==> config.mk <==
export PLATFORM = sky130hd
export DESIGN_NAME = fan_curve_sweep_and_interpolate_core
export DESIGN_NICKNAME = d
export VERILOG_FILES = /design/src/rtl/fcsi_pkg.sv /design/src/rtl/fan_curve_sweep_and_interpolate_core.sv /design/src/rtl/fcsi_div.sv
export SDC_FILE = /design/constraint.sdc
export NUM_CORES = 1
export LEC_CHECK = 0
export BUFFER_PORTS_ARGS = -buffer_cell sky130_fd_sc_hd__buf_2
export CAP_MARGIN = 10
export CORE_MARGIN = 2
export CORE_UTILIZATION = 61
export CTS_BUF_LIST = sky130_fd_sc_hd__clkbuf_2
export DETAILED_ROUTE_END_ITERATION = 16
export PLACE_DENSITY = 0.79
export SYNTH_ARGS = -nofsm -noshare
export SYNTH_HDL_FRONTEND = slang
export SYNTH_HIERARCHICAL = 1
export SYNTH_SLANG_ARGS = --single-unit
==> constraint.sdc <==
create_clock -name clk -period 7.95 [get_ports clk]
set_input_delay 1.59 -clock clk [delete_from_list [all_inputs] [get_ports clk]]
set_output_delay 1.59 -clock clk [all_outputs]
set_load 0.02 [all_outputs]
==> src/rtl/fcsi_pkg.sv <==
// Shared types and constants for the fan curve sweep and lookup core.
package fcsi_pkg;

	localparam int PCT_W     = 7;
	localparam int RPM_W     = 16;
	localparam int DIV_NUM_W = 16;
	localparam int DIV_DEN_W = 7;
	localparam int DIV_CNT_W = $clog2(DIV_NUM_W);
	localparam int PROD_W    = 25;
	localparam int SUM_W     = PROD_W + 1;
	localparam int HELD_W    = 5;
	localparam int IN_DATA_W = 24;
	localparam int OUT_DATA_W = 32;
	localparam int CFG_ADDR_W = 3;

	localparam logic REG_MIN_PERCENT = 1'b0;
	localparam logic REG_MAX_PERCENT = 1'b1;

	typedef enum logic [1:0] {
		CMD_START = 2'd0,
		CMD_TICK  = 2'd1,
		CMD_QUERY = 2'd2,
		CMD_NONE  = 2'd3
	} cmd_t;

	typedef enum logic [3:0] {
		ST_IDLE,
		ST_T_DIV,
		ST_T_MUL,
		ST_T_END,
		ST_Q_RD,
		ST_Q_CMP,
		ST_Q_DIV,
		ST_Q_MUL,
		ST_Q_ADD,
		ST_FINISH
	} state_t;

	typedef struct packed {
		logic                 start;
		logic [DIV_NUM_W-1:0] dividend;
		logic [DIV_DEN_W-1:0] divisor;
	} div_req_t;

endpackage

==> src/rtl/fan_curve_sweep_and_interpolate_core.sv <==
// Fan curve sweep and interpolate core: top level with sequencer, table and result register.
// A start request goes straight from acceptance to the result load. A tick during a
// sweep forms the duty step by a reciprocal multiply, then the count-times-step product,
// then compares and writes the next duty, and then loads the result. A query reads and
// compares one table entry at a time (one read port on the table memories), and when it
// falls between two entries the slope also goes through the serial divider. Idle ticks,
// ignored commands and unanswered queries go straight to the result load.
// One request is in work at a time; a new one is taken while the previous result still waits
// on the output, and the input is held off while a finished result waits behind it.
module fan_curve_sweep_and_interpolate_core
	import fcsi_pkg::*;
#(
	parameter int SAMPLES = 16
) (
	input  logic                  clk,
	input  logic                  arst_n,
	// s_tdata: rpm_sample [15:0], query_percent [22:16], zero fill [23]
	input  logic                  s_tvalid,
	output logic                  s_tready,
	input  logic [IN_DATA_W-1:0]  s_tdata,
	// s_tuser: command [1:0]
	input  logic [1:0]            s_tuser,
	// m_tdata: duty_percent [6:0], duty_valid [7], restore_default [8], sweep_busy [9],
	//          samples_held [14:10], query_rpm [30:15], rpm_valid [31]
	output logic                  m_tvalid,
	input  logic                  m_tready,
	output logic [OUT_DATA_W-1:0] m_tdata,
	input  logic                  psel,
	input  logic                  penable,
	input  logic                  pwrite,
	input  logic [CFG_ADDR_W-1:0] paddr,
	input  logic [31:0]           pwdata,
	output logic [31:0]           prdata,
	output logic                  pready
);

	localparam int AW = (SAMPLES > 1) ? $clog2(SAMPLES) : 1;
	localparam int CW = $clog2(SAMPLES + 1);
	localparam int STEP_SH    = 16;
	localparam int STEP_PW    = STEP_SH + PCT_W;
	localparam int STEP_RECIP = (2**STEP_SH + SAMPLES - 1) / SAMPLES;

	state_t state_q, state_d;

	logic [PCT_W-1:0]  min_q, max_q;
	logic              running_q;
	logic [CW-1:0]     count_q;
	logic              m_tvalid_q;
	logic [OUT_DATA_W-1:0] m_tdata_q;

	logic [PCT_W-1:0]  duty_mem [SAMPLES];
	logic [RPM_W-1:0]  speed_mem [SAMPLES];
	logic [PCT_W-1:0]  rd_duty_q;
	logic [RPM_W-1:0]  rd_speed_q;

	logic [PCT_W-1:0]  pct_q;
	logic [AW-1:0]     idx_q;
	logic [PCT_W-1:0]  lo_duty_q;
	logic [RPM_W-1:0]  lo_speed_q;
	logic              neg_q;
	logic signed [7:0] step_q;
	logic signed [RPM_W:0] slope_q;
	logic signed [PROD_W-1:0] prod_q;

	logic [PCT_W-1:0]  res_duty_q;
	logic              res_dvalid_q;
	logic              res_restore_q;
	logic [RPM_W-1:0]  res_qrpm_q;
	logic              res_rvalid_q;

	// request decode
	logic              acc;
	cmd_t              cmd;
	logic [RPM_W-1:0]  rpm_in;
	logic [PCT_W-1:0]  qpct_in;
	logic [PCT_W-1:0]  pct_hi;
	logic [PCT_W-1:0]  pct_clamp;
	logic              cnt_lt;
	logic              tick_run;
	logic signed [7:0] span;

	// search and interpolation
	logic              q_ge;
	logic [CW-1:0]     idx_next;
	logic              q_last;
	logic              q_interp;
	logic signed [RPM_W:0] sspan;
	logic [RPM_W:0]    sspan_mag;
	logic signed [7:0] dq;
	logic signed [PROD_W-1:0] qmul;
	logic signed [PROD_W-1:0] tmul;
	logic signed [SUM_W-1:0]  qsum;
	logic [RPM_W-1:0]  qsat;

	// sweep step
	logic [PCT_W-1:0]        span_mag;
	logic [STEP_PW-1:0]      step_prod;
	logic signed [7:0]       step_mag;
	logic signed [SUM_W-1:0] nxt;
	logic signed [SUM_W-1:0] nxt_lim;
	logic signed [SUM_W-1:0] mx_ext;
	logic signed [SUM_W-1:0] nxt_clamp;
	logic [PCT_W-1:0]        nxt_duty;
	logic                    t_end;

	// control
	div_req_t          div_req;
	logic [DIV_NUM_W-1:0] div_quo;
	logic              div_done;
	logic              out_free;
	logic              out_load;
	logic              duty_we;
	logic [AW-1:0]     duty_wa;
	logic [PCT_W-1:0]  duty_wd;
	logic              speed_we;
	logic              cfg_we;

	fcsi_div u_div (
		.clk    (clk),
		.arst_n (arst_n),
		.req    (div_req),
		.quo    (div_quo),
		.done   (div_done)
	);

	assign acc     = s_tvalid & s_tready;
	assign cmd     = cmd_t'(s_tuser);
	assign rpm_in  = s_tdata[RPM_W-1:0];
	assign qpct_in = s_tdata[RPM_W+PCT_W-1:RPM_W];
	assign pct_hi    = (qpct_in > max_q) ? max_q : qpct_in;
	assign pct_clamp = (pct_hi < min_q) ? min_q : pct_hi;
	assign cnt_lt    = count_q < CW'(SAMPLES);
	assign tick_run  = running_q & cnt_lt;
	assign span      = $signed({1'b0, max_q}) - $signed({1'b0, min_q});

	assign q_ge      = pct_q >= rd_duty_q;
	assign idx_next  = CW'(idx_q) + CW'(1);
	assign q_last    = idx_next == count_q;
	assign q_interp  = !q_ge && (idx_q != '0) && (pct_q != lo_duty_q) && (rd_duty_q != lo_duty_q);
	assign sspan     = $signed({1'b0, rd_speed_q}) - $signed({1'b0, lo_speed_q});
	assign sspan_mag = sspan[RPM_W] ? 17'(-sspan) : 17'(sspan);
	assign dq        = $signed({1'b0, pct_q}) - $signed({1'b0, lo_duty_q});
	assign qmul      = PROD_W'(dq) * PROD_W'(slope_q);
	assign tmul      = PROD_W'($signed({1'b0, count_q})) * PROD_W'(step_q);
	assign qsum      = SUM_W'(prod_q) + $signed({{(SUM_W-RPM_W){1'b0}}, lo_speed_q});
	assign qsat      = qsum[SUM_W-1] ? '0 :
	                   (qsum > $signed(SUM_W'(65535))) ? 16'hFFFF : qsum[RPM_W-1:0];

	assign span_mag  = span[7] ? PCT_W'(-span) : PCT_W'(span);
	assign step_prod = STEP_PW'(span_mag) * STEP_PW'(STEP_RECIP);
	assign step_mag  = $signed({1'b0, step_prod[STEP_PW-1:STEP_SH]});
	assign nxt       = $signed({{(SUM_W-PCT_W){1'b0}}, min_q}) + SUM_W'(prod_q);
	assign mx_ext    = $signed({{(SUM_W-PCT_W){1'b0}}, max_q});
	assign nxt_lim   = mx_ext + SUM_W'(step_q);
	assign t_end     = !cnt_lt || (nxt > nxt_lim);
	assign nxt_clamp = (nxt > mx_ext) ? mx_ext : nxt;
	assign nxt_duty  = nxt_clamp[SUM_W-1] ? '0 :
	                   (nxt_clamp > $signed(SUM_W'(127))) ? 7'h7F : nxt_clamp[PCT_W-1:0];

	assign out_free = !m_tvalid_q || m_tready;

	// next state
	always_comb begin
		state_d = state_q;
		case (state_q)
			ST_IDLE: begin
				if (acc) begin
					case (cmd)
						CMD_TICK:  state_d = tick_run ? ST_T_DIV : ST_FINISH;
						CMD_QUERY: state_d = (!running_q && count_q != '0) ? ST_Q_RD : ST_FINISH;
						default:   state_d = ST_FINISH;
					endcase
				end
			end
			ST_T_DIV: state_d = ST_T_MUL;
			ST_T_MUL: state_d = ST_T_END;
			ST_T_END: state_d = ST_FINISH;
			ST_Q_RD:  state_d = ST_Q_CMP;
			ST_Q_CMP: begin
				if (q_ge) state_d = q_last ? ST_FINISH : ST_Q_RD;
				else      state_d = q_interp ? ST_Q_DIV : ST_FINISH;
			end
			ST_Q_DIV: if (div_done) state_d = ST_Q_MUL;
			ST_Q_MUL: state_d = ST_Q_ADD;
			ST_Q_ADD: state_d = ST_FINISH;
			ST_FINISH: if (out_free) state_d = ST_IDLE;
			default:  state_d = ST_IDLE;
		endcase
	end

	// control outputs
	always_comb begin
		s_tready         = 1'b0;
		div_req.start    = 1'b0;
		div_req.dividend = '0;
		div_req.divisor  = '0;
		duty_we          = 1'b0;
		duty_wa          = '0;
		duty_wd          = min_q;
		speed_we         = 1'b0;
		out_load         = 1'b0;
		case (state_q)
			ST_IDLE: begin
				s_tready = 1'b1;
				if (acc && cmd == CMD_START) duty_we = 1'b1;
				if (acc && cmd == CMD_TICK && tick_run) speed_we = 1'b1;
			end
			ST_T_END: begin
				duty_we = !t_end;
				duty_wa = AW'(count_q);
				duty_wd = nxt_duty;
			end
			ST_Q_CMP: begin
				div_req.start    = q_interp;
				div_req.dividend = sspan_mag[DIV_NUM_W-1:0];
				div_req.divisor  = DIV_DEN_W'(rd_duty_q - lo_duty_q);
			end
			ST_FINISH: out_load = out_free;
			default: ;
		endcase
	end

	// table memories
	always_ff @(posedge clk) begin
		if (duty_we) duty_mem[duty_wa] <= duty_wd;
		if (speed_we) speed_mem[AW'(count_q)] <= rpm_in;
		rd_duty_q  <= duty_mem[idx_q];
		rd_speed_q <= speed_mem[idx_q];
	end

	assign cfg_we = psel & penable & pwrite & pready;

	always_ff @(posedge clk or negedge arst_n) begin
		if (!arst_n) begin
			state_q    <= ST_IDLE;
			min_q      <= 7'd0;
			max_q      <= 7'd100;
			running_q  <= 1'b0;
			count_q    <= '0;
			m_tvalid_q <= 1'b0;
		end else begin
			state_q <= state_d;
			if (cfg_we) begin
				if (paddr[2] == REG_MAX_PERCENT) max_q <= pwdata[PCT_W-1:0];
				else                             min_q <= pwdata[PCT_W-1:0];
			end
			if (acc && cmd == CMD_START) begin
				running_q <= 1'b1;
				count_q   <= '0;
			end
			if (acc && cmd == CMD_TICK) begin
				if (tick_run)       count_q   <= count_q + 1'b1;
				else if (running_q) running_q <= 1'b0;
			end
			if (state_q == ST_T_END && t_end) running_q <= 1'b0;
			if (out_load)      m_tvalid_q <= 1'b1;
			else if (m_tready) m_tvalid_q <= 1'b0;
		end
	end

	always_ff @(posedge clk) begin
		if (acc) begin
			res_duty_q    <= (cmd == CMD_START) ? min_q : '0;
			res_dvalid_q  <= cmd == CMD_START;
			res_restore_q <= (cmd == CMD_TICK) && running_q && !cnt_lt;
			res_qrpm_q    <= '0;
			res_rvalid_q  <= (cmd == CMD_QUERY) && !running_q;
			pct_q         <= pct_clamp;
			idx_q         <= '0;
			neg_q         <= span[7];
		end
		case (state_q)
			ST_T_DIV: step_q <= (neg_q ? -step_mag : step_mag) + 8'sd1;
			ST_T_MUL: prod_q <= tmul;
			ST_T_END: begin
				if (t_end) begin
					res_restore_q <= 1'b1;
				end else begin
					res_duty_q   <= nxt_duty;
					res_dvalid_q <= 1'b1;
				end
			end
			ST_Q_CMP: begin
				if (q_ge) begin
					lo_duty_q  <= rd_duty_q;
					lo_speed_q <= rd_speed_q;
					if (q_last) res_qrpm_q <= rd_speed_q;
					else        idx_q      <= AW'(idx_next);
				end else if (idx_q == '0) begin
					res_qrpm_q <= rd_speed_q;
				end else if (!q_interp) begin
					res_qrpm_q <= lo_speed_q;
				end else begin
					neg_q <= sspan[RPM_W];
				end
			end
			ST_Q_DIV: begin
				if (div_done) begin
					slope_q <= neg_q ? -$signed({1'b0, div_quo}) : $signed({1'b0, div_quo});
				end
			end
			ST_Q_MUL: prod_q <= qmul;
			ST_Q_ADD: res_qrpm_q <= qsat;
			default: ;
		endcase
		if (out_load) begin
			m_tdata_q <= {res_rvalid_q, res_qrpm_q, HELD_W'(count_q), running_q,
			              res_restore_q, res_dvalid_q, res_duty_q};
		end
	end

	assign m_tvalid = m_tvalid_q;
	assign m_tdata  = m_tdata_q;
	assign pready   = 1'b1;
	assign prdata   = (paddr[2] == REG_MAX_PERCENT) ? {25'd0, max_q} : {25'd0, min_q};

endmodule

==> src/rtl/fcsi_div.sv <==
// Radix-2 restoring divider, one quotient bit per cycle, unsigned operands.
module fcsi_div
	import fcsi_pkg::*;
(
	input  logic                 clk,
	input  logic                 arst_n,
	input  div_req_t             req,
	output logic [DIV_NUM_W-1:0] quo,
	output logic                 done
);

	logic                 busy_q;
	logic                 done_q;
	logic [DIV_CNT_W-1:0] cnt_q;
	logic [DIV_NUM_W-1:0] quo_q;
	logic [DIV_DEN_W-1:0] rem_q;
	logic [DIV_DEN_W-1:0] den_q;

	logic [DIV_DEN_W:0]   trial;
	logic [DIV_DEN_W:0]   trial_sub;
	logic                 trial_ge;

	assign trial     = {rem_q, quo_q[DIV_NUM_W-1]};
	assign trial_ge  = trial >= {1'b0, den_q};
	assign trial_sub = trial - {1'b0, den_q};

	always_ff @(posedge clk or negedge arst_n) begin
		if (!arst_n) begin
			busy_q <= 1'b0;
			done_q <= 1'b0;
			cnt_q  <= '0;
		end else begin
			done_q <= 1'b0;
			if (req.start) begin
				busy_q <= 1'b1;
				cnt_q  <= DIV_CNT_W'(DIV_NUM_W - 1);
			end else if (busy_q) begin
				cnt_q <= cnt_q - 1'b1;
				if (cnt_q == '0) begin
					busy_q <= 1'b0;
					done_q <= 1'b1;
				end
			end
		end
	end

	always_ff @(posedge clk) begin
		if (req.start) begin
			quo_q <= req.dividend;
			rem_q <= '0;
			den_q <= req.divisor;
		end else if (busy_q) begin
			quo_q <= {quo_q[DIV_NUM_W-2:0], trial_ge};
			rem_q <= trial_ge ? trial_sub[DIV_DEN_W-1:0] : trial[DIV_DEN_W-1:0];
		end
	end

	assign quo  = quo_q;
	assign done = done_q;

endmodule
==> results.md <==
* FP Rows at 89
* Yosys warns at 6
* Max Fclk at 138 MHz
* DR pass1 iterations at 5
* Final Wtd Congestion at 0.987
* Synth Instances at 3078
* Final wirelength at 88500 um
* Post-route ant nets at 0
* First-pass GRT wire length at 138000 um
* DIE HEIGHT at 247 um
* Starting Density at 61.4%
* Total power at 15.6 mW
* CTS sink count at 595
* Initial antenna violation count at 6
* DRC Markers at 0
* CP Class: reg2reg
* Status: finished clean
* IO buf count at 80
* Die span in x at 247 um
* Worst-Skew Late Latency at 1.32 ns
* HPWL Detailed at 62300 um
* Power density cells at 403 nW/um2
* Wire per inst at 21.4 um
* RSZ-0062 raised after global routing: false
* Area grow syn2layout at 7.26%
* Post-synth EDFFs at 504
* Lkg Pwr at 15.4 nW
* Synth cell count leaders: edfxtp_1 (504), inv_1 (264), ha_1 (213)
* Layout cells sized above 1 at 15.8%
* Setup TNS at 0 ns
* Synth area leader: edfxtp_1
* Worst slew pin tran at 1.17 ns
* Area of the multi-input gates at 17500 um2
* Worst Hold Class: in2async
* H-tree depth at 4
* CP max FO at 18
* Tot GR Track Use at 29.5%
* Synth top area cells: edfxtp_1 (42%), fa_1 (7.9%), ha_1 (7.4%), dfxtp_1 (3.3%), mux4_2 (2.9%)
* Required @ worst endpoint at 8.99 ns
* Slew Limit Fails at 0
* CTS tree: yes
* CTS Root Cell: clkbuf_2
* Most instantiated library cell after synthesis: edfxtp_1
* Clock slew at reported path FFs at 0.13 ns
* Finished Core Util at 65.9%
* TritonCTS Buffers at 147
* Clock Skew at 0.105 ns
* CP Capture Type: flip-flop
* DR iter-0 viols at 2352
* Vias in the first global route at 25700
* Startpoint Class: flip-flop
* Via Count at 25500
* Final hold viol count at 0
* Number of setup buffers added after CTS at 0
* Hold Slack at 0.380 ns
* Fill cells at 4361
* Mean Syn Cell Area at 11.7 um2
* Largest net degree at the start of global routing at 54
* Fin nets at 3663
* Max_cap viols at 0
* Io pins at 135
* Post-synthesis cell area at 36100 um2
* WP data arrival at 8.30 ns
* Asr flop ratio synth at 5.21%
* Yosys cell types at 97
* Die area at 61200 um2
* Top_reg_cell synth: edfxtp_1
* Via/cell ratio at 6.19
* Period utilization at 91.4%
* Tmin final at 7.27 ns
* Clock Path Buffers at 3
* Maximum vdd ir drop at 0.573 mV
* Final setup viols at 0
* Slew HR at 21.7%
* Sequential area share after synthesis at 47.4%
* Remaining Overflow, GRT at 0
* Yosys reg bits at 595
* Core box area at 58800 um2
* Flip-flop and latch area at 17100 um2
* Post-synth top area share at 41.9%
==> state kept, by name, indices dropped and copies added (netlist names), 8 cells and up <==
register and count:
duty_mem 112, lo_speed_q 16, m_tdata 32, prod_q 25, rd_speed_q 16, res_qrpm_q 16
slope_q 17, speed_mem 256, step_q 8, u_div/quo 16
==> stage by stage <==
step | area (um2) | setup slack (ns) | std cells
after floorplan | 36200 | 1.39 | 3102
after global placement | 37300 | 0.612 | 3860
after detailed placement | 37300 | 0.520 | 3860
after CTS | 38700 | 0.407 | 4123
after global routing | 38700 | 0.234 | 4128
final | 38700 | 0.683 | 4128
==> worst paths after layout <==
check                          startpoint           end  slack, ns  cells past startpoint
hold / removal                     arst_n  u_div/busy_q       0.38                      1
min in group clk           res_qrpm_q[13]   m_tdata[28]       0.39                      0
hold reg to reg            res_qrpm_q[13]   m_tdata[28]       0.39                      0
setup reg to reg             lo_duty_q[1]    prod_q[24]       0.68                     24
setup / recovery             lo_duty_q[1]    prod_q[24]       0.68                     24
max in group asynchronous          arst_n      min_q[3]       6.91                      1
==> cells in the final DEF, fill, tap and decap left out, types with 24 or more instances in the layout <==
| cell | n |
|---|---|
| edfxtp_1 | 504 |
| inv_1 | 264 |
| clkbuf_2 | 216 |
| ha_1 | 213 |
| nand2_1 | 199 |
| nor2_1 | 161 |
| fa_1 | 142 |
| a21oi_1 | 139 |
| and2_1 | 138 |
| o21ai_0 | 131 |
| mux2i_1 | 90 |
| xnor2_1 | 87 |
| buf_2 | 80 |
| dfxtp_1 | 57 |
| mux2_2 | 56 |
| nor3_1 | 48 |
| mux4_2 | 46 |
| buf_4 | 46 |
| nor2b_1 | 44 |
| a21o_1 | 42 |
| xor2_1 | 40 |
| nand3_1 | 36 |
| a22oi_1 | 30 |
| dfrtp_1 | 28 |
| or3_1 | 27 |
| nand2b_1 | 26 |
| conb_1 | 26 |
| clkinv_1 | 26 |
| a221oi_1 | 25 |
| o21a_1 | 24 |
==> area by class of cell <==
| type | count | share of cell area, % |
|---|---|---|
| Inverter | 264 | 2.56 |
| Antenna cell | 1 | 0.00646 |
| Timing Repair Buffer | 129 | 2.02 |
| Multi-Input combinational cell | 2103 | 45.2 |
| Clock inverter | 47 | 0.752 |
| Clock buffer | 216 | 2.79 |
| Sequential cell | 595 | 44.2 |
| Tap cell | 773 | 2.50 |
==> cell families (layout without fill, tap and decap cells) <==
logic type	count (synthesis)	in the layout	share of synthesized area, %
AO/OA/AOI/OAI	602	602	11.3
multiplexers	193	193	7.14
AND/OR/NAND/NOR	800	800	11.3
adder cells (fa/ha/maj)	355	355	15.2
buffers and inverters	404	656	4.53
flip-flops	595	595	47.4
XOR/XNOR	127	127	3.08
other	2	27	0.0208
==> worst max-delay path, stage by stage, from the launching register on <==
cell and delay (ns):
edfxtp_1 0.38, inv_1 0.17, ha_1 0.29, a21oi_1 0.13, o21ai_0 0.10, and2_1 0.18, o21ai_0 0.14, nand2_1 0.10
a21o_1 0.18, a21o_1 0.42, or2_2 0.41, fa_1 0.51, fa_1 0.53, fa_1 0.55, inv_1 0.06, fa_1 0.47
ha_1 0.31, o21ai_0 0.12, a21boi_1 0.31, o22ai_1 0.27, a2111oi_2 0.45, nor3_1 0.13, o41ai_1 0.44, xnor2_1 0.13
a21o_1 0.19
==> per-layer routing <==
metal  vias to the layer above  part of all wire (%)  track usage (%)  wire [um]
li1                      11600                     -                -          -
met1                     12500                    40             38.4      35100
met2                      1234                    47             47.4      41900
met3                       244                   8.3             5.87       7350
met4                         4                   4.6             14.8       4090
met5                         -                 0.020                0         18
==> power breakdown <==
| group | total, mW | internal [mW] | switching, mW |
|---|---|---|---|
| combinational | 9.35 | 3.99 | 5.36 |
| clock | 2.07 | 0.790 | 1.28 |
| sequential | 4.18 | 3.79 | 0.392 |
==> what timing repair did <==
action	4_1_cts	5_1_grt
resized for setup	0	2
endpoints found under the setup margin	0	1
hold buffers	0	0
Power figures use the tool's default switching activity.
